### config.mk
export PLATFORM = sky130hd
export DESIGN_NAME = sgf_grad_flat
export DESIGN_NICKNAME = d
export VERILOG_FILES = /design/src/rtl/sgf_pkg.sv /design/src/rtl/sgf_if.sv /design/src/rtl/sgf_grad.sv /design/src/flat_wrapper.sv
export SDC_FILE = /design/constraint.sdc
export NUM_CORES = 1
export LEC_CHECK = 0
export BUFFER_PORTS_ARGS = -buffer_cell sky130_fd_sc_hd__buf_4
export CORE_UTILIZATION = 67
export CTS_CLUSTER_DIAMETER = 200
export DETAILED_ROUTE_END_ITERATION = 16
export PLACE_DENSITY = 0.93
export REMOVE_ABC_BUFFERS = 1
export SLEW_MARGIN = 20
export SYNTH_ARGS = -nofsm -noshare
export SYNTH_HDL_FRONTEND = slang
export SYNTH_SLANG_ARGS = --single-unit
### constraint.sdc
create_clock -name clk -period 11.22 [get_ports clk]
set_clock_uncertainty 0.1 [all_clocks]
set_input_delay 2.244 -clock clk [delete_from_list [all_inputs] [get_ports clk]]
set_output_delay 2.244 -clock clk [all_outputs]
set_load 0.02 [all_outputs]
### src/rtl/sgf_pkg.sv
// Shared types and constants for the Scharr gradient filter.
`timescale 1ns / 1ps

package sgf_pkg;

    localparam int PIX_W      = 8;
    localparam int H_W        = 12;
    localparam int ROW_W      = 13;
    localparam int CFG_IDX_W  = 2;
    localparam int CFG_DATA_W = 12;
    localparam int WIDTH_CFG_W = 11;

    localparam logic [CFG_IDX_W-1:0] CFG_FRAME_WIDTH  = 2'd0;
    localparam logic [CFG_IDX_W-1:0] CFG_FRAME_HEIGHT = 2'd1;

    localparam logic REQ_PIXEL = 1'b0;
    localparam logic REQ_FLUSH = 1'b1;

    localparam logic [H_W-1:0] RST_HEIGHT = 12'd480;
    localparam int             RST_WIDTH  = 640;
    localparam int             MIN_DIM    = 3;

    // border flags of the centre pixel a result belongs to
    typedef struct packed {
        logic top;
        logic bottom;
        logic left_col;
        logic right_col;
        logic last;
    } border_t;

    typedef struct packed {
        logic             emit;
        logic [PIX_W-1:0] pix;
        border_t          border;
    } sgf_item_t;

    // [row][col], row 0 on top, col 0 on the left
    typedef logic [2:0][2:0][PIX_W-1:0] window_t;

endpackage

### src/rtl/sgf_if.sv


interface sgf_grad_if;
    logic                      valid;
    logic                      ready;
    logic [sgf_pkg::PIX_W-1:0] grad_x_byte;
    logic [sgf_pkg::PIX_W-1:0] grad_y_byte;
    logic                      last_of_frame;

    modport source (output valid, grad_x_byte, grad_y_byte, last_of_frame, input ready);
    modport sink   (input valid, grad_x_byte, grad_y_byte, last_of_frame, output ready);
endinterface


### src/rtl/sgf_grad.sv
// Border masking, gradient differences and the scaled output bytes.
`timescale 1ns / 1ps

module sgf_grad (
    input  logic             clk,
    input  logic             rst_n,
    input  logic             win_valid,
    input  sgf_pkg::window_t window,
    input  sgf_pkg::border_t border,
    output logic             win_ready,
    sgf_grad_if.source       grad_out
);
    import sgf_pkg::*;

    window_t            m;
    logic signed [8:0]  ax, ay, d1, d2;
    logic signed [9:0]  sx, sy;

    logic               v3_reg;
    logic signed [8:0]  ax_reg, ay_reg;
    logic signed [9:0]  sx_reg, sy_reg;
    logic               last3_reg;

    logic               ov_reg;
    logic [PIX_W-1:0]   gx_byte_reg, gy_byte_reg;
    logic               last_reg;

    logic               free_out;
    logic               free3;
    logic signed [18:0] gx, gy;

    assign free_out  = !ov_reg || grad_out.ready;
    assign free3     = !v3_reg || free_out;
    assign win_ready = free3;

    // neighbours outside the frame read as zero
    always_comb
    begin
        for (int r = 0; r < 3; r++)
        begin
            for (int c = 0; c < 3; c++)
            begin
                if ((r == 0 && border.top) || (r == 2 && border.bottom) ||
                    (c == 0 && border.left_col) || (c == 2 && border.right_col))
                begin
                    m[r][c] = '0;
                end
                else
                begin
                    m[r][c] = window[r][c];
                end
            end
        end
    end

    assign ax = $signed({1'b0, m[1][0]}) - $signed({1'b0, m[1][2]});
    assign ay = $signed({1'b0, m[0][1]}) - $signed({1'b0, m[2][1]});
    assign d1 = $signed({1'b0, m[0][0]}) - $signed({1'b0, m[2][2]});
    assign d2 = $signed({1'b0, m[2][0]}) - $signed({1'b0, m[0][2]});
    assign sx = 10'(d1) + 10'(d2);
    assign sy = 10'(d1) - 10'(d2);

    // sum stays in [256, 130816], so bits 16:9 are the byte
    assign gx = 19'(ax_reg) * 19'sd162 + 19'(sx_reg) * 19'sd47 + 19'sd65536;
    assign gy = 19'(ay_reg) * 19'sd162 + 19'(sy_reg) * 19'sd47 + 19'sd65536;

    always_ff @(posedge clk or negedge rst_n)
    begin
        if (!rst_n)
        begin
            v3_reg <= 1'b0;
            ov_reg <= 1'b0;
        end
        else
        begin
            if (free3)
            begin
                v3_reg <= win_valid;
            end
            if (free_out)
            begin
                ov_reg <= v3_reg;
            end
        end
    end

    always_ff @(posedge clk)
    begin
        if (free3 && win_valid)
        begin
            ax_reg    <= ax;
            ay_reg    <= ay;
            sx_reg    <= sx;
            sy_reg    <= sy;
            last3_reg <= border.last;
        end
        if (free_out && v3_reg)
        begin
            gx_byte_reg <= gx[16:9];
            gy_byte_reg <= gy[16:9];
            last_reg    <= last3_reg;
        end
    end

    assign grad_out.valid         = ov_reg;
    assign grad_out.grad_x_byte   = gx_byte_reg;
    assign grad_out.grad_y_byte   = gy_byte_reg;
    assign grad_out.last_of_frame = last_reg;

endmodule

### src/flat_wrapper.sv
// flat-port wrapper written by rule: the top's interface ports become plain ports
module sgf_grad_flat import sgf_pkg::*;
  (clk, rst_n, win_valid, window, border, win_ready, grad_out_valid, grad_out_grad_x_byte, grad_out_grad_y_byte, grad_out_last_of_frame, grad_out_ready);
  sgf_grad_if grad_out_i ();
  input  logic clk;
  input  logic rst_n;
  input  logic win_valid;
  input  sgf_pkg::window_t window;
  input  sgf_pkg::border_t border;
  output logic win_ready;
  output wire logic [$bits(grad_out_i.valid)-1:0] grad_out_valid;
  output wire logic [$bits(grad_out_i.grad_x_byte)-1:0] grad_out_grad_x_byte;
  output wire logic [$bits(grad_out_i.grad_y_byte)-1:0] grad_out_grad_y_byte;
  output wire logic [$bits(grad_out_i.last_of_frame)-1:0] grad_out_last_of_frame;
  input wire logic [$bits(grad_out_i.ready)-1:0] grad_out_ready;
  assign grad_out_valid = grad_out_i.valid;
  assign grad_out_grad_x_byte = grad_out_i.grad_x_byte;
  assign grad_out_grad_y_byte = grad_out_i.grad_y_byte;
  assign grad_out_last_of_frame = grad_out_i.last_of_frame;
  assign grad_out_i.ready = grad_out_ready;
  sgf_grad u_core (.clk(clk), .rst_n(rst_n), .win_valid(win_valid), .window(window), .border(border), .win_ready(win_ready), .grad_out(grad_out_i));
endmodule
-- After elaboration in Yosys (flattened, before gate mapping)
Cells that the tools add are included.
- flip-flop bits (word level): 58
- word-level logic and storage cells: 42
- multiply operators: 4
- $add $sub $neg: 10
- reductions and logical operators: 10
- mux-type cells: 8
- operator list (kind ; count):
    two-way mux 8 bit ; 8
    subtractor 8 x 8 -> 9 bit ; 4
    adder 17 bit ; 2
    adder 17 bit, second input constant ; 2
    multiplier 10 x 7 -> 17 bit, second input constant ; 2
    multiplier 9 x 8 -> 16 bit, second input constant ; 2
    adder 9 x 9 -> 10 bit ; 1
    subtractor 9 x 9 -> 10 bit ; 1
    logical OR 1 bit ; 6
    logical AND 1 bit ; 2
    logical NOT 1 bit ; 2

-- Logic depth before layout (Yosys ltp)
- word-level depth: 4
- gate-level depth with buffers: 24
- gate-level depth less buffers: 24

-- Worst setup path before layout
No wires, ideal clock.
- path type: register -> register
- from: register u_core.ay_reg[1]
- to: register u_core.gy_byte_reg[6], in the netlist u_core.grad_out.grad_y_byte[6], data pin
- arrival: 5654 ps
- setup time: 258 ps
- path slack: 5208 ps
- stages on the path, launching flop included: 23
- path through: edfxtp_1 > ha_1 > fa_1 > ha_1 > fa_1 > a21o_1 > a211oi_1 > nor2_1 > ha_1 > inv_1 > fa_1 > inv_1 > fa_1 > inv_1 > fa_1 > inv_1 > ha_1 > a21o_1 > a21o_1 > a21o_1 > a41o_1 > a21oi_1 > xnor2_1
- cells in the longest elaborated chain, start to end: 3
- ends and longest elaborated chain (element ; line ; text):
    from (decl) ; sgf_grad.sv:20 ; logic signed [8:0] ax_reg, ay_reg;
    from (signal assigned) ; sgf_grad.sv:92 ; ay_reg <= ay;
    multiplier 9 x 8 -> 16 bit ; sgf_grad.sv:65 ; assign gy = 19'(ay_reg) * 19'sd162 + 19'(sy_reg) * 19'sd47 + 19'sd65536;
    adder 17 bit (2 in series) ; sgf_grad.sv:65 ;
    named net u_core.gy[15] ; sgf_grad.sv:30 ; logic signed [18:0] gx, gy;
    to (signal assigned) ; sgf_grad.sv:100 ; gy_byte_reg <= gy[16:9];
    to (decl) ; sgf_grad.sv:25 ; logic [PIX_W-1:0] gx_byte_reg, gy_byte_reg;
The timed path passes the listed nets, and every way through them passes these cells.
A chain may end at the register's enable or synchronous reset.

-- Worst setup path in the final report
- from: register u_core.ay_reg[3]
- to: register u_core.gy_byte_reg[6], in the netlist u_core.grad_out.grad_y_byte[6], data pin
The elaborated chain is that of the path after synthesis.

==> results by stage <==
Logic synthesis:
- The synthesized netlist contains 48 unique library cells.
- The synthesized netlist occupies a cell area of 0.00954 mm^2.
- The synthesized design contains 57 register bits.
- In this run, synthesis inferred 55 flip-flops with an integrated enable.
- The most common flop cell mapped by yosys is sky130_fd_sc_hd__edfxtp_1.
- Yosys attributes the largest share of cell area to sky130_fd_sc_hd__ha_1, sky130_fd_sc_hd__fa_1, sky130_fd_sc_hd__edfxtp_1.
- Counting every instance in the synthesized netlist gives 960.
- The top cell type's share of synthesized area is 0.265.
- Of all flip-flops after synthesis, the portion carrying an async set or reset was 0.0351.
- The count of warnings emitted by yosys is 0.
- Summed over all instances, the cell type with the most area after synthesis is sky130_fd_sc_hd__ha_1.
- The part of the Yosys area used for sequential elements is 0.178.
- The synthesized area per cell is approximately 9.9 um^2.

Drt:
- The via count normalized by instance count is 5.52.
- After detailed routing, the total wire length is 19.8 mm.
- The violation count after the first detailed-route iteration is roughly 360.
- The final route contains between 6000 and 7000 vias.
- The routed wirelength normalized by instance count is about 16 um.
- The first-pass iteration count of the detailed router is 5.
- In the routed design, unresolved DRC markers number 0.
- The post-route antenna net violation count is 0.

Min path:
- The cell depth of the worst min-delay path is 0.
- The type of the tightest min-delay check is flip-flop to flip-flop.

Floorplanning:
- The die is approximately 120 um wide.
- The initial utilization of the core area, before any placement, comes to 0.687.
- The full die area is 0.0147 mm^2.
- The total I/O pin count is 100.
- In this run the core area contains 43 standard-cell rows.
- The region available for standard cell placement spans roughly 0.014 mm^2.
- In this run the vertical extent of the chip is 121 um.

Placement:
- At the end of routability-driven placement, the weighted congestion stood at 0.871.
- The estimated wirelength of the detail-placed design is between 15 and 20 mm.
- The count of buffers inserted at the top-level ports is between 90 and 100.

Setup path:
- The arrival time reported for the critical path endpoint is approximately 6500 ps.
- The required time of the critical path is roughly 11000 ps.
- STA classifies the critical path endpoint as a flip-flop.
- The element type at the critical path start is a flip-flop.
- Along the worst path, the maximum fanout reaches 6.
- The category of the most critical setup path is flip-flop to flip-flop.
- The logic depth of the worst register-to-register path is 22.

STA:
- Setup violations remaining at the end of the flow were counted as 0.
- Based on the critical path, the design can be clocked at up to 154 MHz.
- Setup repair after global routing left no endpoint under its margin.
- Adding up every negative setup slack in the final design gives 0 ps.
- The remaining max-slew budget at the tightest pin is 0.523.
- For the pin with the worst max-slew slack, the measured transition is approximately 710 ps.
- In the finished design, the share of the clock period the worst path needs comes to 0.578.
- Counting I/O delays and the setup requirement, the final critical path takes around 6500 ps.
- The number of endpoints with negative hold slack in the final report is 0.
- The number of max-slew violations in the final report is 0.

Layout:
- In the layout the commonest cells are sky130_fd_sc_hd__inv_1, sky130_fd_sc_hd__ha_1, sky130_fd_sc_hd__fa_1.
- The antenna diode count is 0.
- Compared with the post-synthesis result, the final layout area differs by 12.2%.
- The ratio of cells with drive above 1 in the final layout is 0.103.
- Leaving out fill and tap cells, the most frequent cell in the layout is sky130_fd_sc_hd__inv_1.
- The flip-flop count of the largest register after layout is 10.
- The final net count is between 1000 and 1500.

Clock tree:
- Clock latency on the worst-skew pair, taken at its later pin, is 340 ps.
- The number of setup buffers added after CTS is 0.
- The TritonCTS clock tree is yes.
- The number of clock sinks is 57.
- Hold repair after CTS inserted 0 buffers.
- The maximum count of clock buffers along a single path is 2.
- The count of cells resized by post-cts repair is 0.
- In this run the clock root is driven by a sky130_fd_sc_hd__clkbuf_16.
- After clock tree synthesis, the clock-pin slew on the worst setup and hold paths is ~60 ps.
- CTS built an H-tree with a depth of 3.
- The number of buffers inserted during clock tree synthesis is 9.

Global routing:
- The global route total overflow is 0.
- For this run, the total global-route usage over all layers was measured as 0.287.
- Entering global routing, the biggest net connects 39 pins.
- The via count of the first global-routing pass is between 7000 and 8000.
- The global-route wire length before repair is roughly 32 mm.
- The number of antenna violations at the first check in global routing is 0.

Status:
- The run finished with clean final reports.

Job:
- Across the run, the number of max-cap violations was 0.
stage by stage:
step / setup WS [ps] / hold WS, ps / cells / area, um^2 / utilization
2_1_floorplan: 5210 / 300 / 953 / 9520 / -
3_3_place_gp: 4980 / 305 / 1225 / 10400 / 0.751
3_5_place_dp: 4780 / 321 / 1225 / 10400 / 0.751
4_1_cts: 4720 / 334 / 1240 / 10700 / 0.771
5_1_grt: 4510 / 344 / 1240 / 10700 / 0.771
6_report: 4730 / 329 / 1240 / 10700 / 0.771
logic make-up (layout without fill, tap and decap cells):
family                     after synthesis  count (layout)  synth area share
buffers and inverters                  226             326            0.0889
AOI/OAI and AO/OA                      135             135            0.0918
adders and majority gates              298             298             0.466
xor gates and xnor gates                99              99            0.0923
muxes                                    6               6           0.00629
and+or+nand+nor                        139             139            0.0761
DFF                                     57              57             0.178
worst max-delay path: stages (launching register included):
cell,delay (ps)
sky130_fd_sc_hd__edfxtp_1,480
sky130_fd_sc_hd__ha_1,350
sky130_fd_sc_hd__fa_1,480
sky130_fd_sc_hd__ha_1,360
sky130_fd_sc_hd__fa_1,500
sky130_fd_sc_hd__a21o_1,200
sky130_fd_sc_hd__a211oi_1,270
sky130_fd_sc_hd__nor2_1,70
sky130_fd_sc_hd__ha_1,270
sky130_fd_sc_hd__inv_1,50
sky130_fd_sc_hd__fa_1,490
sky130_fd_sc_hd__inv_1,50
sky130_fd_sc_hd__fa_1,470
sky130_fd_sc_hd__inv_1,70
sky130_fd_sc_hd__fa_1,550
sky130_fd_sc_hd__inv_1,50
sky130_fd_sc_hd__ha_1,370
sky130_fd_sc_hd__a21o_1,190
sky130_fd_sc_hd__a21o_1,190
sky130_fd_sc_hd__a21o_1,190
sky130_fd_sc_hd__a41o_1,220
sky130_fd_sc_hd__a21oi_1,180
sky130_fd_sc_hd__xnor2_1,80
Yosys cell counts, drive strengths merged, types with 2 or more instances:
library cell and count:
o21a 4, xnor2 70, nor3 3, a21oi 42, clkbuf 7, nand2 33, a221oi 2, inv 219
nor2 26, o211ai 2, dfrtp 2, mux2i 6, fa 96, a21o 19, a21boi 2, xor2 28
and2 19, nand3 2, o21bai 15, or2 2, o31ai 2, a31oi 4, a22oi 2, ha 202
edfxtp 55, nor2b 20, a211oi 4, nand2b 27, a2111oi 3, o21ai 28
area by class of cell:
type	instances	area, um^2
Clock buffer	10	229
Sequential cell	57	1700
Clock inverter	5	47.5
Fill cell	853	3170
Timing Repair Buffer	92	691
Multi-Input combinational cell	677	6990
Inverter	219	822
Tap cell	180	225
path summary, 6_finish.rpt:
check | start | endpoint | slack (ps)
max | u_core.ay_reg[3] | u_core.grad_out.grad_y_byte[6] | 4730
min | u_core.last3_reg | u_core.grad_out.last_of_frame | 330
max reg2reg | u_core.ay_reg[3] | u_core.grad_out.grad_y_byte[6] | 4730
min reg2reg | u_core.last3_reg | u_core.grad_out.last_of_frame | 330
max in group asynchronous | rst_n | u_core.grad_out.valid | 9350
min in group asynchronous | rst_n | u_core.v3_reg | 1580
metal layers:
metal / wire length (um) / track usage
met4: 811 / 0.147
met2: 10200 / 0.518
met5: 0 / 0
met1: 7700 / 0.321
met3: 1040 / 0.0522
Power is left out: the tool's default activity adds up to more than one toggle a clock period on the data nets, which glitch-free logic cannot reach.
