$ cat src/rtl/sgf_pkg.sv
// Shared types and constants for the Scharr gradient filter.
`timescale 1ns / 1ps

package sgf_pkg;

    localparam int PIX_W      = 8;
    localparam int H_W        = 12;
    localparam int ROW_W      = 13;
    localparam int CFG_IDX_W  = 2;
    localparam int CFG_DATA_W = 12;
    localparam int WIDTH_CFG_W = 11;

    localparam logic [CFG_IDX_W-1:0] CFG_FRAME_WIDTH  = 2'd0;
    localparam logic [CFG_IDX_W-1:0] CFG_FRAME_HEIGHT = 2'd1;

    localparam logic REQ_PIXEL = 1'b0;
    localparam logic REQ_FLUSH = 1'b1;

    localparam logic [H_W-1:0] RST_HEIGHT = 12'd480;
    localparam int             RST_WIDTH  = 640;
    localparam int             MIN_DIM    = 3;

    // border flags of the centre pixel a result belongs to
    typedef struct packed {
        logic top;
        logic bottom;
        logic left_col;
        logic right_col;
        logic last;
    } border_t;

    typedef struct packed {
        logic             emit;
        logic [PIX_W-1:0] pix;
        border_t          border;
    } sgf_item_t;

    // [row][col], row 0 on top, col 0 on the left
    typedef logic [2:0][2:0][PIX_W-1:0] window_t;

endpackage

$ cat src/rtl/sgf_if.sv
// Channel interfaces: pixel input, gradient output, configuration writes.
`timescale 1ns / 1ps

interface sgf_pix_if;
    logic                      valid;
    logic                      ready;
    logic                      req_type;
    logic [sgf_pkg::PIX_W-1:0] pixel;

    modport source (output valid, req_type, pixel, input ready);
    modport sink   (input valid, req_type, pixel, output ready);
endinterface


interface sgf_cfg_if;
    logic                           valid;
    logic                           ready;
    logic [sgf_pkg::CFG_IDX_W-1:0]  index;
    logic [sgf_pkg::CFG_DATA_W-1:0] data;

    modport source (output valid, index, data, input ready);
    modport sink   (input valid, index, data, output ready);
endinterface

$ cat src/rtl/sgf_ctrl.sv
// Frame registers, raster counters and per-item border flags.
`timescale 1ns / 1ps

module sgf_ctrl #(
    parameter int MAX_WIDTH = 1024
) (
    input  logic                       clk,
    input  logic                       rst_n,
    sgf_cfg_if.sink                    cfg,
    sgf_pix_if.sink                    pix_in,
    output logic                       item_valid,
    output sgf_pkg::sgf_item_t         item,
    output logic [$clog2(MAX_WIDTH)-1:0] item_col,
    input  logic                       item_ready
);
    import sgf_pkg::*;

    localparam int CW  = $clog2(MAX_WIDTH);
    localparam int WW  = $clog2(MAX_WIDTH + 1);
    localparam int EXW = ((WW > WIDTH_CFG_W) ? WW : WIDTH_CFG_W) + 1;
    localparam int RST_W_VAL = (RST_WIDTH > MAX_WIDTH) ? MAX_WIDTH : RST_WIDTH;
    localparam logic [EXW-1:0] MAXW_EXT = EXW'(MAX_WIDTH);
    localparam logic [EXW-1:0] MINW_EXT = EXW'(MIN_DIM);

    logic [WW-1:0]    w_reg, w_next;
    logic [H_W-1:0]   h_reg, h_next;
    logic [CW-1:0]    col_reg, col_next;
    logic [ROW_W-1:0] row_reg, row_next;
    logic [CW-1:0]    qc_reg, qc_next;
    logic [H_W-1:0]   qr_reg, qr_next;

    logic           in_frame;
    logic           is_flush;
    logic           ignore_item;
    logic           take;
    logic [CW-1:0]  w_last;
    logic           col_wrap;
    logic           emit;
    border_t        border;
    logic [EXW-1:0] w_cfg;
    logic [H_W-1:0] h_cfg;

    assign in_frame    = row_reg < {1'b0, h_reg};
    assign is_flush    = pix_in.req_type == REQ_FLUSH;
    assign ignore_item = in_frame && is_flush;
    assign w_last      = CW'(w_reg - WW'(1));
    assign col_wrap    = col_reg == w_last;
    // first result with the second item of the row below the first pixel
    assign emit        = (row_reg >= ROW_W'(2)) || (row_reg == ROW_W'(1) && col_reg != '0);

    assign border.top       = qr_reg == '0;
    assign border.bottom    = qr_reg == h_reg - H_W'(1);
    assign border.left_col  = qc_reg == '0;
    assign border.right_col = qc_reg == w_last;
    assign border.last      = border.bottom && border.right_col;

    assign item.emit   = emit;
    assign item.pix    = in_frame ? pix_in.pixel : '0;
    assign item.border = border;
    assign item_col    = col_reg;
    assign item_valid  = pix_in.valid && !ignore_item;

    assign pix_in.ready = item_ready;
    assign cfg.ready    = 1'b1;

    assign take = pix_in.valid && item_ready && !ignore_item;

    always_comb
    begin
        w_cfg = {(EXW - WIDTH_CFG_W)'(0), cfg.data[WIDTH_CFG_W-1:0]};
        if (w_cfg < MINW_EXT)
        begin
            w_cfg = MINW_EXT;
        end
        if (w_cfg > MAXW_EXT)
        begin
            w_cfg = MAXW_EXT;
        end
        h_cfg = cfg.data[H_W-1:0];
        if (h_cfg < H_W'(MIN_DIM))
        begin
            h_cfg = H_W'(MIN_DIM);
        end
    end

    always_comb
    begin
        w_next   = w_reg;
        h_next   = h_reg;
        col_next = col_reg;
        row_next = row_reg;
        qc_next  = qc_reg;
        qr_next  = qr_reg;
        if (cfg.valid && (cfg.index == CFG_FRAME_WIDTH || cfg.index == CFG_FRAME_HEIGHT))
        begin
            if (cfg.index == CFG_FRAME_WIDTH)
            begin
                w_next = WW'(w_cfg);
            end
            else
            begin
                h_next = h_cfg;
            end
            col_next = '0;
            row_next = '0;
            qc_next  = '0;
            qr_next  = '0;
        end
        else if (take)
        begin
            if (emit && border.last)
            begin
                col_next = '0;
                row_next = '0;
                qc_next  = '0;
                qr_next  = '0;
            end
            else
            begin
                if (col_wrap)
                begin
                    col_next = '0;
                    row_next = row_reg + ROW_W'(1);
                end
                else
                begin
                    col_next = col_reg + CW'(1);
                end
                if (emit)
                begin
                    if (border.right_col)
                    begin
                        qc_next = '0;
                        qr_next = qr_reg + H_W'(1);
                    end
                    else
                    begin
                        qc_next = qc_reg + CW'(1);
                    end
                end
            end
        end
    end

    always_ff @(posedge clk or negedge rst_n)
    begin
        if (!rst_n)
        begin
            w_reg   <= WW'(RST_W_VAL);
            h_reg   <= RST_HEIGHT;
            col_reg <= '0;
            row_reg <= '0;
            qc_reg  <= '0;
            qr_reg  <= '0;
        end
        else
        begin
            w_reg   <= w_next;
            h_reg   <= h_next;
            col_reg <= col_next;
            row_reg <= row_next;
            qc_reg  <= qc_next;
            qr_reg  <= qr_next;
        end
    end

endmodule

$ cat src/flat_wrapper.sv
// flat-port wrapper written by rule: the top's interface ports become plain ports
module sgf_ctrl_flat import sgf_pkg::*;
#(
    parameter int MAX_WIDTH = 1024
)
  (clk, rst_n, item_valid, item, item_col, item_ready, cfg_valid, cfg_index, cfg_data, cfg_ready, pix_in_valid, pix_in_req_type, pix_in_pixel, pix_in_ready);
  sgf_cfg_if cfg_i ();
  sgf_pix_if pix_in_i ();
  input  logic clk;
  input  logic rst_n;
  output logic item_valid;
  output sgf_pkg::sgf_item_t item;
  output logic [$clog2(MAX_WIDTH)-1:0] item_col;
  input  logic item_ready;
  input wire logic [$bits(cfg_i.valid)-1:0] cfg_valid;
  input wire logic [$bits(cfg_i.index)-1:0] cfg_index;
  input wire logic [$bits(cfg_i.data)-1:0] cfg_data;
  output wire logic [$bits(cfg_i.ready)-1:0] cfg_ready;
  input wire logic [$bits(pix_in_i.valid)-1:0] pix_in_valid;
  input wire logic [$bits(pix_in_i.req_type)-1:0] pix_in_req_type;
  input wire logic [$bits(pix_in_i.pixel)-1:0] pix_in_pixel;
  output wire logic [$bits(pix_in_i.ready)-1:0] pix_in_ready;
  assign cfg_i.valid = cfg_valid;
  assign cfg_i.index = cfg_index;
  assign cfg_i.data = cfg_data;
  assign cfg_ready = cfg_i.ready;
  assign pix_in_i.valid = pix_in_valid;
  assign pix_in_i.req_type = pix_in_req_type;
  assign pix_in_i.pixel = pix_in_pixel;
  assign pix_in_ready = pix_in_i.ready;
  sgf_ctrl #(.MAX_WIDTH(MAX_WIDTH)) u_core (.clk(clk), .rst_n(rst_n), .cfg(cfg_i), .pix_in(pix_in_i), .item_valid(item_valid), .item(item), .item_col(item_col), .item_ready(item_ready));
endmodule
$ cat config.mk
export PLATFORM = sky130hd
export DESIGN_NAME = sgf_ctrl_flat
export DESIGN_NICKNAME = d
export VERILOG_FILES = /design/src/rtl/sgf_pkg.sv /design/src/rtl/sgf_if.sv /design/src/rtl/sgf_ctrl.sv /design/src/flat_wrapper.sv
export SDC_FILE = /design/constraint.sdc
export NUM_CORES = 1
export LEC_CHECK = 0
export ABC_AREA = 1
export BUFFER_PORTS_ARGS = -buffer_cell sky130_fd_sc_hd__clkbuf_2
export CAP_MARGIN = 25
export CORE_UTILIZATION = 40
export CTS_CLUSTER_SIZE = 40
export DETAILED_ROUTE_END_ITERATION = 7
export SKIP_CTS_REPAIR_TIMING = 1
export SLEW_MARGIN = 20
export SYNTH_ARGS = -nofsm -noshare
export SYNTH_HDL_FRONTEND = slang
export SYNTH_SLANG_ARGS = --single-unit
$ cat constraint.sdc
create_clock -name clk -period 3 [get_ports clk]
set_input_delay 0.6 -clock clk [delete_from_list [all_inputs] [get_ports clk]]
set_output_delay 0.6 -clock clk [all_outputs]
set_load 0.01 [all_outputs]
Word-level counts from Yosys, hierarchy flattened
Index checks and enable logic that the tools add are counted.
W data, S select, Z words.
{"block": "op_classes", "add_sub_neg": 6, "n_lt_le_gt_ge": 5, "n_mux": 22, "n_mul": 0, "eq_ne": 5, "div_mod_pow": 0, "n_reduce_logical": 24, "shifts": 0, "n_bitwise": 1}
{"cell": "$mux W10", "n": 10}
{"cell": "$mux W12", "n": 6}
{"cell": "$mux W13", "n": 4}
{"cell": "$add A10 B1 Y10 const B", "n": 2}
{"cell": "$eq A10 B10 Y1", "n": 2}
{"cell": "$add A13 B1 Y13 const B", "n": 1}
{"cell": "$eq A13 B1 Y1 const B", "n": 1}
{"cell": "$ge A13 B2 Y1 const B", "n": 1}
{"cell": "$lt A13 B12 Y1", "n": 1}
{"cell": "$add A12 B1 Y12 const B", "n": 1}
{"cell": "$eq A12 B12 Y1", "n": 1}
{"cell": "$logic_not A12 Y1", "n": 1}
{"cell": "$lt A12 B2 Y1 const B", "n": 1}
{"cell": "$sub A12 B1 Y12 const B", "n": 1}
{"cell": "$gt A11 B11 Y1 const B", "n": 1}
{"cell": "$lt A11 B2 Y1 const B", "n": 1}
{"cell": "$mux W11", "n": 1}
{"cell": "$logic_not A10 Y1", "n": 1}
{"cell": "$reduce_bool A10 Y1", "n": 1}
{"cell": "$sub A10 B1 Y10 const B", "n": 1}
{"cell": "$reduce_bool A3 Y1", "n": 3}
{"cell": "$logic_and A1 B1 Y1", "n": 8}
{"cell": "$mux W8", "n": 1}
{"cell": "$reduce_and A2 Y1", "n": 4}
{"cell": "other kinds (7)", "n": 8}
{"block": "totals", "memories": 0, "rom_bits": 0, "mem_bits_rw": 0, "latch_bits": 0, "elab_cells": 69, "input_bits": 28, "ff_bits": 67, "output_inout_bits": 27}

Depth between registers and ports, before layout
Gate-level depths: netlist of the first run.
{"block": "logic_depth", "depth_word": 7, "depth_mapped": 17}

Least setup slack after synthesis of the first run
Ideal clock, no wire load.
{"block": "synth_path", "path_kind": "reg2out", "start": "register u_core.w_reg[0]", "end": "output item[0] (netlist bit)", "required_ns": 2.400, "path_stages_with_launch": 11, "t_arrival_ns": 1.772, "n_path_buf": 0, "setup_slack_ns": 0.628, "path_cell_list": "dfrtp_1 inv_2 ha_1 nand3_1 o21ai_1 nand2_1 nand2_1 nand2_1 nor3b_2 nand3_2 nor3_1"}
{"element": "start: declaration", "line_no": "sgf_ctrl.sv:25", "source": "logic [WW-1:0] w_reg, w_next;"}
{"element": "start signal: assignment", "line_no": "sgf_ctrl.sv:149", "source": "w_reg <= WW'(RST_W_VAL);"}
{"element": "start signal: assignment", "line_no": "sgf_ctrl.sv:158", "source": "w_reg <= w_next;"}
{"element": "end: declaration", "line_no": "flat_wrapper.sv:12", "source": "output sgf_pkg::sgf_item_t item;"}

==> results of run 1 <==
[synth_stat cells, drive strengths merged (2+ instances only)]
library cell,instances
a21oi,13
nor3,25
or2,3
a22oi,2
ha,22
xnor2,8
nor4,6
nand2,204
dfrtp,61
nand4,23
inv,116
clkbuf,9
nand3,84
buf,10
xor2,35
dfstp,6
nor2,108
o22ai,3
o21ai,45
nand3b,3
[logic make-up (layout without fill, tap and decap cells)]
group	Yosys count	in the layout	share of synthesized area, %
and+or+nand+nor	457	457	39.0
adders and majority gates	22	22	5.19
other	1	1	0.0707
AOI/OAI and AO/OA	66	66	6.56
DFF	67	67	31.8
buffers and inverters	136	204	10.2
xor gates and xnor gates	43	43	7.24
[stage by stage]
stage / instances / instance area [sq um] / TNS (ns) / utilization (%) / total power, mW
after global placement: 1011 / 5780 / 0 / 45.2 / 2.99
after global routing: 1032 / 6260 / -0.0237 / 49.0 / 4.58
after floorplan: 792 / 5300 / 0 / - / 2.53
after detailed placement: 1011 / 5780 / 0 / 45.2 / 3.00
final: 1032 / 6260 / 0 / 49.0 / 4.22
after CTS: 1027 / 6100 / -0.126 / 47.7 / 4.17
[per-layer routing]
layer | track usage [%] | vias to the layer above | wire, um
met5 | 0 | - | 0
met3 | 3.24 | 15 | 593
met2 | 36.6 | 99 | 6610
li1 | - | 2650 | -
met4 | 7.93 | 0 | 223
met1 | 31.3 | 2349 | 6930
[layout by cell type, fill, tap and decap left out, drive strengths merged]
cell type,synthesis,layout
nor3b,1,1
o211ai,1,1
o21ai,45,45
conb,1,1
or2,3,3
nor4,6,6
o22ai,3,3
o41ai,1,1
inv,116,116
clkinv,1,1
clkbuf,9,66
a21oi,13,13
xnor2,8,8
nand3,84,84
a21boi,1,1
nor2,108,108
nand4,23,23
nand2,204,204
xor2,35,35
dfstp,6,6
a22oi,2,2
ha,22,22
dfrtp,61,61
buf,10,20
nand3b,3,3
nor3,25,25
bufinv,0,1
[power by group through the flow]
stage	clock network, mW	logic [mW]	registers (mW)
floorplan	0	1.21	1.31
global placement	0	1.60	1.39
detailed placement	0	1.61	1.39
CTS	1.17	1.62	1.38
global route	1.20	1.96	1.42
finish	1.15	1.69	1.38
[worst max-delay path by stage]
stage,start,end,slack [ns],cells past startpoint
3_3_place_gp,u_core.w_reg[0]$_DFFE_PN0P_,item[0],0.25,12
6_report,u_core.w_reg[0]$_DFFE_PN0P_,item[1],0.11,12
5_1_grt,u_core.w_reg[0]$_DFFE_PN0P_,item[1],-0.01,12
3_5_place_dp,u_core.w_reg[0]$_DFFE_PN0P_,item[0],0.25,12
2_1_floorplan,u_core.w_reg[0]$_DFFE_PN0P_,item[0],0.63,10
4_1_cts,u_core.w_reg[0]$_DFFE_PN0P_,item[0],-0.13,12
[area by class of cell]
class / count / area, sq um
Inverter: 117 / 439
Tap cell: 172 / 215
Clock inverter: 1 / 30.0
Multi-Input combinational cell: 589 / 3190
Clock buffer: 15 / 288
Fill cell: 1277 / 6510
Sequential cell: 67 / 1680
Timing Repair Buffer: 71 / 410
==> metrics.txt, run 1 <==
# TYPE chip_impl_metric gauge
chip_impl_metric{name="postSynthCellCount",unit=""} 792
chip_impl_metric{name="netSwitchingFraction",unit="%"} 40.8
chip_impl_metric{name="drv_cap",unit=""} 0
chip_impl_info{name="cts_tree",value="yes"} 1
chip_impl_metric{name="floorplan.initialDensity",unit="%"} 41.5
chip_impl_info{name="crit_path_end_kind",value="primary output"} 1
chip_impl_info{name="hold_path.class",value="input pin to asynchronous set/reset pin"} 1
chip_impl_metric{name="ys_seq_elements",unit=""} 67
chip_impl_metric{name="first_iter_violations",unit=""} 273
chip_impl_metric{name="route.detailed.drc",unit=""} 0
chip_impl_metric{name="number_of_clock_sinks",unit=""} 67
chip_impl_metric{name="critPathRequiredTime",unit="ns"} 2.40
chip_impl_metric{name="max_slew_margin",unit="%"} 50.3
chip_impl_metric{name="rr_worst_depth",unit=""} 13
chip_impl_metric{name="antenna_left",unit=""} 0
chip_impl_metric{name="hold_violations",unit=""} 0
chip_impl_metric{name="diodes",unit=""} 0
chip_impl_info{name="root_buffer",value="clkbuf_16"} 1
chip_impl_metric{name="dp_slack",unit="ns"} 0.253
chip_impl_metric{name="netlist_area",unit="sq um"} 5300
chip_impl_info{name="critPathSlowestCell",value="dfrtp_1"} 1
chip_impl_metric{name="critical-path-max-stage-delay",unit="ns"} 0.40
chip_impl_metric{name="cts_made_buffers",unit=""} 9
chip_impl_metric{name="dpl.hpwl",unit="mm"} 11.1
chip_impl_metric{name="worst_skew_pair.late_latency",unit="ns"} 0.35
chip_impl_info{name="synthTopCellsByArea",value="dfrtp_1 29%, nand2_1 14%, inv_1 7.7%"} 1
chip_impl_metric{name="num_vias",unit=""} 5113
chip_impl_metric{name="total_switching_power",unit="mW"} 1.72
chip_impl_metric{name="dieHeight",unit="um"} 117
chip_impl_info{name="worst-setup-path-type",value="flop to primary output"} 1
chip_impl_info{name="synth_flop_cell",value="dfrtp_1"} 1
chip_impl_info{name="rsz0062_at_grt",value="yes"} 1
chip_impl_metric{name="core-area",unit="sq um"} 12800
chip_impl_metric{name="placement.io_buffers",unit=""} 53
chip_impl_metric{name="first_global_vias",unit=""} 4692
chip_impl_metric{name="synth_to_final_area_change",unit="%"} 18.0
chip_impl_metric{name="number_of_antenna_violations_at_the_first_check_in_global_routing",unit=""} 0
chip_impl_metric{name="largest_register_ff_count",unit=""} 13
chip_impl_metric{name="clk_transition_reported_paths",unit="ns"} 0.06
chip_impl_metric{name="boundary_pins",unit=""} 55
chip_impl_info{name="critical_path_cell_list",value="inv_2 -> ha_4 -> nand3_4 -> nor2_4 -> xor2_1 -> nand2_1 -> nand3_1 -> nor2_1 -> nand3_2 -> buf_6 -> inv_2 -> buf_6"} 1
chip_impl_info{name="synthDominantAreaCellType",value="dfrtp_1"} 1
chip_impl_metric{name="report.final.slew_viol_count",unit=""} 0
chip_impl_info{name="crit_path_start_kind",value="flop"} 1
chip_impl_metric{name="wirelength_routed",unit="mm"} 14.4
chip_impl_metric{name="routedWlPerCell",unit="um"} 13.9
chip_impl_metric{name="worst_hold_slack",unit="ns"} 0.231
chip_impl_metric{name="grt_pass1_wl",unit="mm"} 23.5
chip_impl_metric{name="ys_types",unit=""} 37
chip_impl_info{name="outcome",value="complete, no violations"} 1
chip_impl_metric{name="cp_num_buf_inv",unit=""} 4
chip_impl_metric{name="layout-drive-gt1-share",unit="%"} 17.0
chip_impl_metric{name="synth.net_count",unit=""} 842
chip_impl_metric{name="max_clock_freq",unit="MHz"} 346
chip_impl_metric{name="postSynthAreaPerCell",unit="sq um"} 6.70
chip_impl_metric{name="cts.path.max_buffers",unit=""} 2
chip_impl_metric{name="worst_pin_slew",unit="ns"} 0.741
chip_impl_metric{name="layout_worst_path_cycle_share",unit="%"} 96.3
chip_impl_metric{name="power_leakage",unit="nW"} 3.14
chip_impl_metric{name="worst-r2r-setup-slack",unit="ns"} 0.26
chip_impl_metric{name="pwr-share-seq",unit="%"} 32.7
chip_impl_metric{name="final.setup.worst_slack",unit="ns"} 0.112
chip_impl_metric{name="design.final.nets",unit=""} 905
chip_impl_metric{name="p_comb_share",unit="%"} 40.0
chip_impl_metric{name="cp_data_arrival_time",unit="ns"} 2.29
chip_impl_info{name="critical-path-top-delay-family",value="simple AND/OR/NAND/NOR gates"} 1
chip_impl_metric{name="grt_use_total",unit="%"} 22.8
chip_impl_metric{name="die-width",unit="um"} 117
chip_impl_metric{name="intPower",unit="mW"} 2.50
chip_impl_metric{name="power.density_cell_area",unit="nW/um^2"} 675
chip_impl_metric{name="grt_max_degree",unit=""} 29
chip_impl_metric{name="async_flop_share",unit="%"} 100
chip_impl_metric{name="drt-pass1-iter-count",unit=""} 5
chip_impl_metric{name="number_of_vias_per_cell_after_detailed_routing",unit=""} 4.95
chip_impl_metric{name="floorplan.die_area",unit="sq um"} 13700
chip_impl_metric{name="finalWorstPathRequiredPeriod",unit="ns"} 2.89
chip_impl_metric{name="setup_violations",unit=""} 0
chip_impl_metric{name="vdd_drop_max",unit="mV"} 0.408
chip_impl_metric{name="grt_overflow",unit=""} 0
chip_impl_metric{name="row_count",unit=""} 41
chip_impl_info{name="r2r_end",value="u_core.qr_reg[6]$_DFFE_PN0P_"} 1
chip_impl_metric{name="worst-path-max-fanout",unit=""} 6
chip_impl_metric{name="synth_enable_flop_cells",unit=""} 0
chip_impl_metric{name="gpl.final_weighted_congestion",unit=""} 0.916
chip_impl_metric{name="portion_of_the_post_synthesis_area_used_by_sequential_elements",unit="%"} 31.8
chip_impl_metric{name="synth-warning-count",unit=""} 0
chip_impl_info{name="worstReg2RegStart",value="u_core.w_reg[0]$_DFFE_PN0P_"} 1
chip_impl_metric{name="power.share.clock",unit="%"} 27.3
chip_impl_metric{name="yosys.area.top_type_share",unit="%"} 28.8
chip_impl_metric{name="htree_levels",unit=""} 3
chip_impl_metric{name="worst_clock_skew",unit="ns"} 0.00664
Note: power is estimated with default switching activity, not from simulation.
==> run 2, diff against run 1 <==
PLACE_DENSITY_LB_ADDON = 0.2   (was unset)
==> run 2 against run 1 <==
Worst setup slack better by 0.035 ns. Sequential cell count stayed put. Via count barely moved. Cell area decreased by 0.52%. Count of clock-buffer cells in the layout is 2 lower. Combinational power about the same. Register-to-register slack better by 0.07 ns. Sequential power about the same. Clock skew shrank 0.00061 ns. Critical path depth unchanged. Final cell count stayed put. Global-route usage fell by 0.061 points.
==> metrics.txt, run 2 (same netlist as run 1, synthesis figures left out) <==
# TYPE chip_impl_metric gauge
chip_impl_metric{name="cts.path.max_buffers",unit=""} 2
chip_impl_metric{name="routedWlPerCell",unit="um"} 13.8
chip_impl_metric{name="dieHeight",unit="um"} 117
chip_impl_metric{name="htree_levels",unit=""} 3
chip_impl_info{name="mostFrequentLayoutCell",value="nand2_1"} 1
chip_impl_metric{name="critPathRequiredTime",unit="ns"} 2.40
chip_impl_metric{name="final.setup.worst_slack",unit="ns"} 0.147
chip_impl_metric{name="setup_violations",unit=""} 0
chip_impl_metric{name="rr_worst_depth",unit=""} 13
chip_impl_metric{name="largest_register_ff_count",unit=""} 13
chip_impl_metric{name="gpl.final_weighted_congestion",unit=""} 0.885
chip_impl_metric{name="dp_cells",unit=""} 1010
chip_impl_metric{name="stdcell_count",unit=""} 1032
chip_impl_metric{name="total_switching_power",unit="mW"} 1.71
chip_impl_metric{name="vdd_drop_max",unit="mV"} 0.367
chip_impl_metric{name="floorplan.initialDensity",unit="%"} 41.5
chip_impl_metric{name="worst_skew_pair.late_latency",unit="ns"} 0.33
chip_impl_metric{name="power.density_cell_area",unit="nW/um^2"} 669
chip_impl_metric{name="final.setup.tns",unit="ns"} 0
chip_impl_metric{name="finalCoreUtilization",unit="%"} 48.8
chip_impl_metric{name="synth_to_final_area_change",unit="%"} 17.4
chip_impl_metric{name="power.total",unit="mW"} 4.17
chip_impl_info{name="worstReg2RegStart",value="u_core.w_reg[0]$_DFFE_PN0P_"} 1
chip_impl_metric{name="layout-drive-gt1-share",unit="%"} 16.5
chip_impl_info{name="root_buffer",value="clkbuf_16"} 1
chip_impl_metric{name="worst-r2r-setup-slack",unit="ns"} 0.33
chip_impl_metric{name="final_design_area_no_fill",unit="sq um"} 6230
chip_impl_metric{name="p_comb_share",unit="%"} 40.7
chip_impl_metric{name="design.final.nets",unit=""} 906
chip_impl_metric{name="worst_clock_skew",unit="ns"} 0.00604
chip_impl_metric{name="boundary_pins",unit=""} 55
chip_impl_metric{name="number_of_clock_sinks",unit=""} 67
chip_impl_metric{name="worst_pin_slew",unit="ns"} 0.680
chip_impl_metric{name="hold_violations",unit=""} 0
chip_impl_info{name="crit_path_end_kind",value="primary output"} 1
chip_impl_metric{name="drt-pass1-iter-count",unit=""} 5
chip_impl_metric{name="first_iter_violations",unit=""} 200
chip_impl_metric{name="num_vias",unit=""} 5110
chip_impl_metric{name="grt_max_degree",unit=""} 44
chip_impl_metric{name="floorplan.die_area",unit="sq um"} 13700
chip_impl_metric{name="core-area",unit="sq um"} 12800
chip_impl_metric{name="max_clock_freq",unit="MHz"} 350
chip_impl_metric{name="pwr-share-seq",unit="%"} 33.3
chip_impl_metric{name="route.detailed.drc",unit=""} 0
chip_impl_metric{name="intPower",unit="mW"} 2.45
chip_impl_metric{name="report.final.slew_viol_count",unit=""} 0
chip_impl_metric{name="layout_worst_path_cycle_share",unit="%"} 95.1
chip_impl_metric{name="antenna_left",unit=""} 0
chip_impl_metric{name="worst_hold_slack",unit="ns"} 0.269
chip_impl_info{name="hold_path.class",value="input pin to asynchronous set/reset pin"} 1
chip_impl_metric{name="power.share.clock",unit="%"} 26.1
chip_impl_metric{name="dpl.hpwl",unit="mm"} 11.0
chip_impl_info{name="r2r_end",value="u_core.qr_reg[0]$_DFFE_PN0P_"} 1
chip_impl_metric{name="grt_use_total",unit="%"} 22.7
chip_impl_metric{name="finalWorstPathRequiredPeriod",unit="ns"} 2.85
chip_impl_metric{name="number_of_antenna_violations_at_the_first_check_in_global_routing",unit=""} 0
chip_impl_metric{name="netSwitchingFraction",unit="%"} 41.1
chip_impl_metric{name="die-width",unit="um"} 117
chip_impl_metric{name="grt_overflow",unit=""} 0
chip_impl_metric{name="wirelength_routed",unit="mm"} 14.3
chip_impl_metric{name="first_global_vias",unit=""} 4813
chip_impl_info{name="crit_path_start_kind",value="flop"} 1
chip_impl_metric{name="power_leakage",unit="nW"} 3.14
chip_impl_metric{name="worst-path-max-fanout",unit=""} 6
chip_impl_info{name="worst-setup-path-type",value="flop to primary output"} 1
chip_impl_metric{name="place_area",unit="sq um"} 5780
chip_impl_metric{name="cp_data_arrival_time",unit="ns"} 2.25
chip_impl_metric{name="max_slew_margin",unit="%"} 54.4
chip_impl_metric{name="diodes",unit=""} 0
chip_impl_metric{name="number_of_vias_per_cell_after_detailed_routing",unit=""} 4.95
chip_impl_metric{name="drv_cap",unit=""} 0
chip_impl_metric{name="cts_made_buffers",unit=""} 9
chip_impl_info{name="layout_common_cells",value="197 x nand2_1, 107 x inv_1, 92 x nor2_1"} 1
chip_impl_info{name="outcome",value="complete, no violations"} 1
chip_impl_info{name="cts_tree",value="yes"} 1
chip_impl_metric{name="grt_pass1_wl",unit="mm"} 23.7
chip_impl_metric{name="clk_transition_reported_paths",unit="ns"} 0.06
chip_impl_metric{name="placement.io_buffers",unit=""} 53
chip_impl_metric{name="dp_slack",unit="ns"} 0.272
chip_impl_metric{name="row_count",unit=""} 41
## run 2: cell count changes in the layout (fill, tap and decap cells not counted), moves of 2 or more
cell,delta
clkbuf_8,-2
nand2_1,+2
nand2_2,-2
o21ai_2,+2
## run 2: worst max-delay path by stage
stage	startpoint	endpoint	slack [ns]	cells after the start
2_1_floorplan	u_core.w_reg[0]$_DFFE_PN0P_	item[0]	0.63	10
3_3_place_gp	u_core.w_reg[0]$_DFFE_PN0P_	item[0]	0.25	12
4_1_cts	u_core.w_reg[0]$_DFFE_PN0P_	item[0]	-0.09	11
5_1_grt	u_core.w_reg[0]$_DFFE_PN0P_	item[1]	-0.04	12
6_report	u_core.w_reg[0]$_DFFE_PN0P_	item[1]	0.15	12
3_5_place_dp	u_core.w_reg[0]$_DFFE_PN0P_	item[0]	0.27	11
## run 2: cell type report
class | instances | area [sq um]
flip-flops and latches | 67 | 1680
well taps | 172 | 215
clock buffers | 13 | 260
fillers | 1301 | 6550
multi-input cells | 589 | 3170
inverters | 117 | 439
repair buffers | 72 | 424
clock inverters | 2 | 35.0
## run 2: per-layer routing
| metal | vias to the layer above | track usage, % | routed length, um |
|---|---|---|---|
| met5 | - | 0 | 0 |
| li1 | 2655 | - | - |
| met2 | 102 | 37.8 | 6660 |
| met4 | 0 | 6.67 | 206 |
| met1 | 2338 | 30.8 | 6880 |
| met3 | 15 | 2.83 | 541 |
## run 2: power by group through the flow
stage	combinational, mW	clock (mW)	sequential, mW
CTS	1.63	1.11	1.38
global route	1.95	1.14	1.42
detailed placement	1.62	0	1.40
finish	1.69	1.09	1.39
global placement	1.61	0	1.39
floorplan	1.21	0	1.31
## run 2: critical path, stage by stage (launching register included)
cell	delay, ns
dfrtp_1	0.38
inv_2	0.12
ha_4	0.20
nand3_4	0.10
o21ai_2	0.18
nand2_2	0.09
nand2_1	0.06
nand2_1	0.07
nor3b_2	0.21
nand3_2	0.18
buf_6	0.17
inv_1	0.04
clkbuf_2	0.12
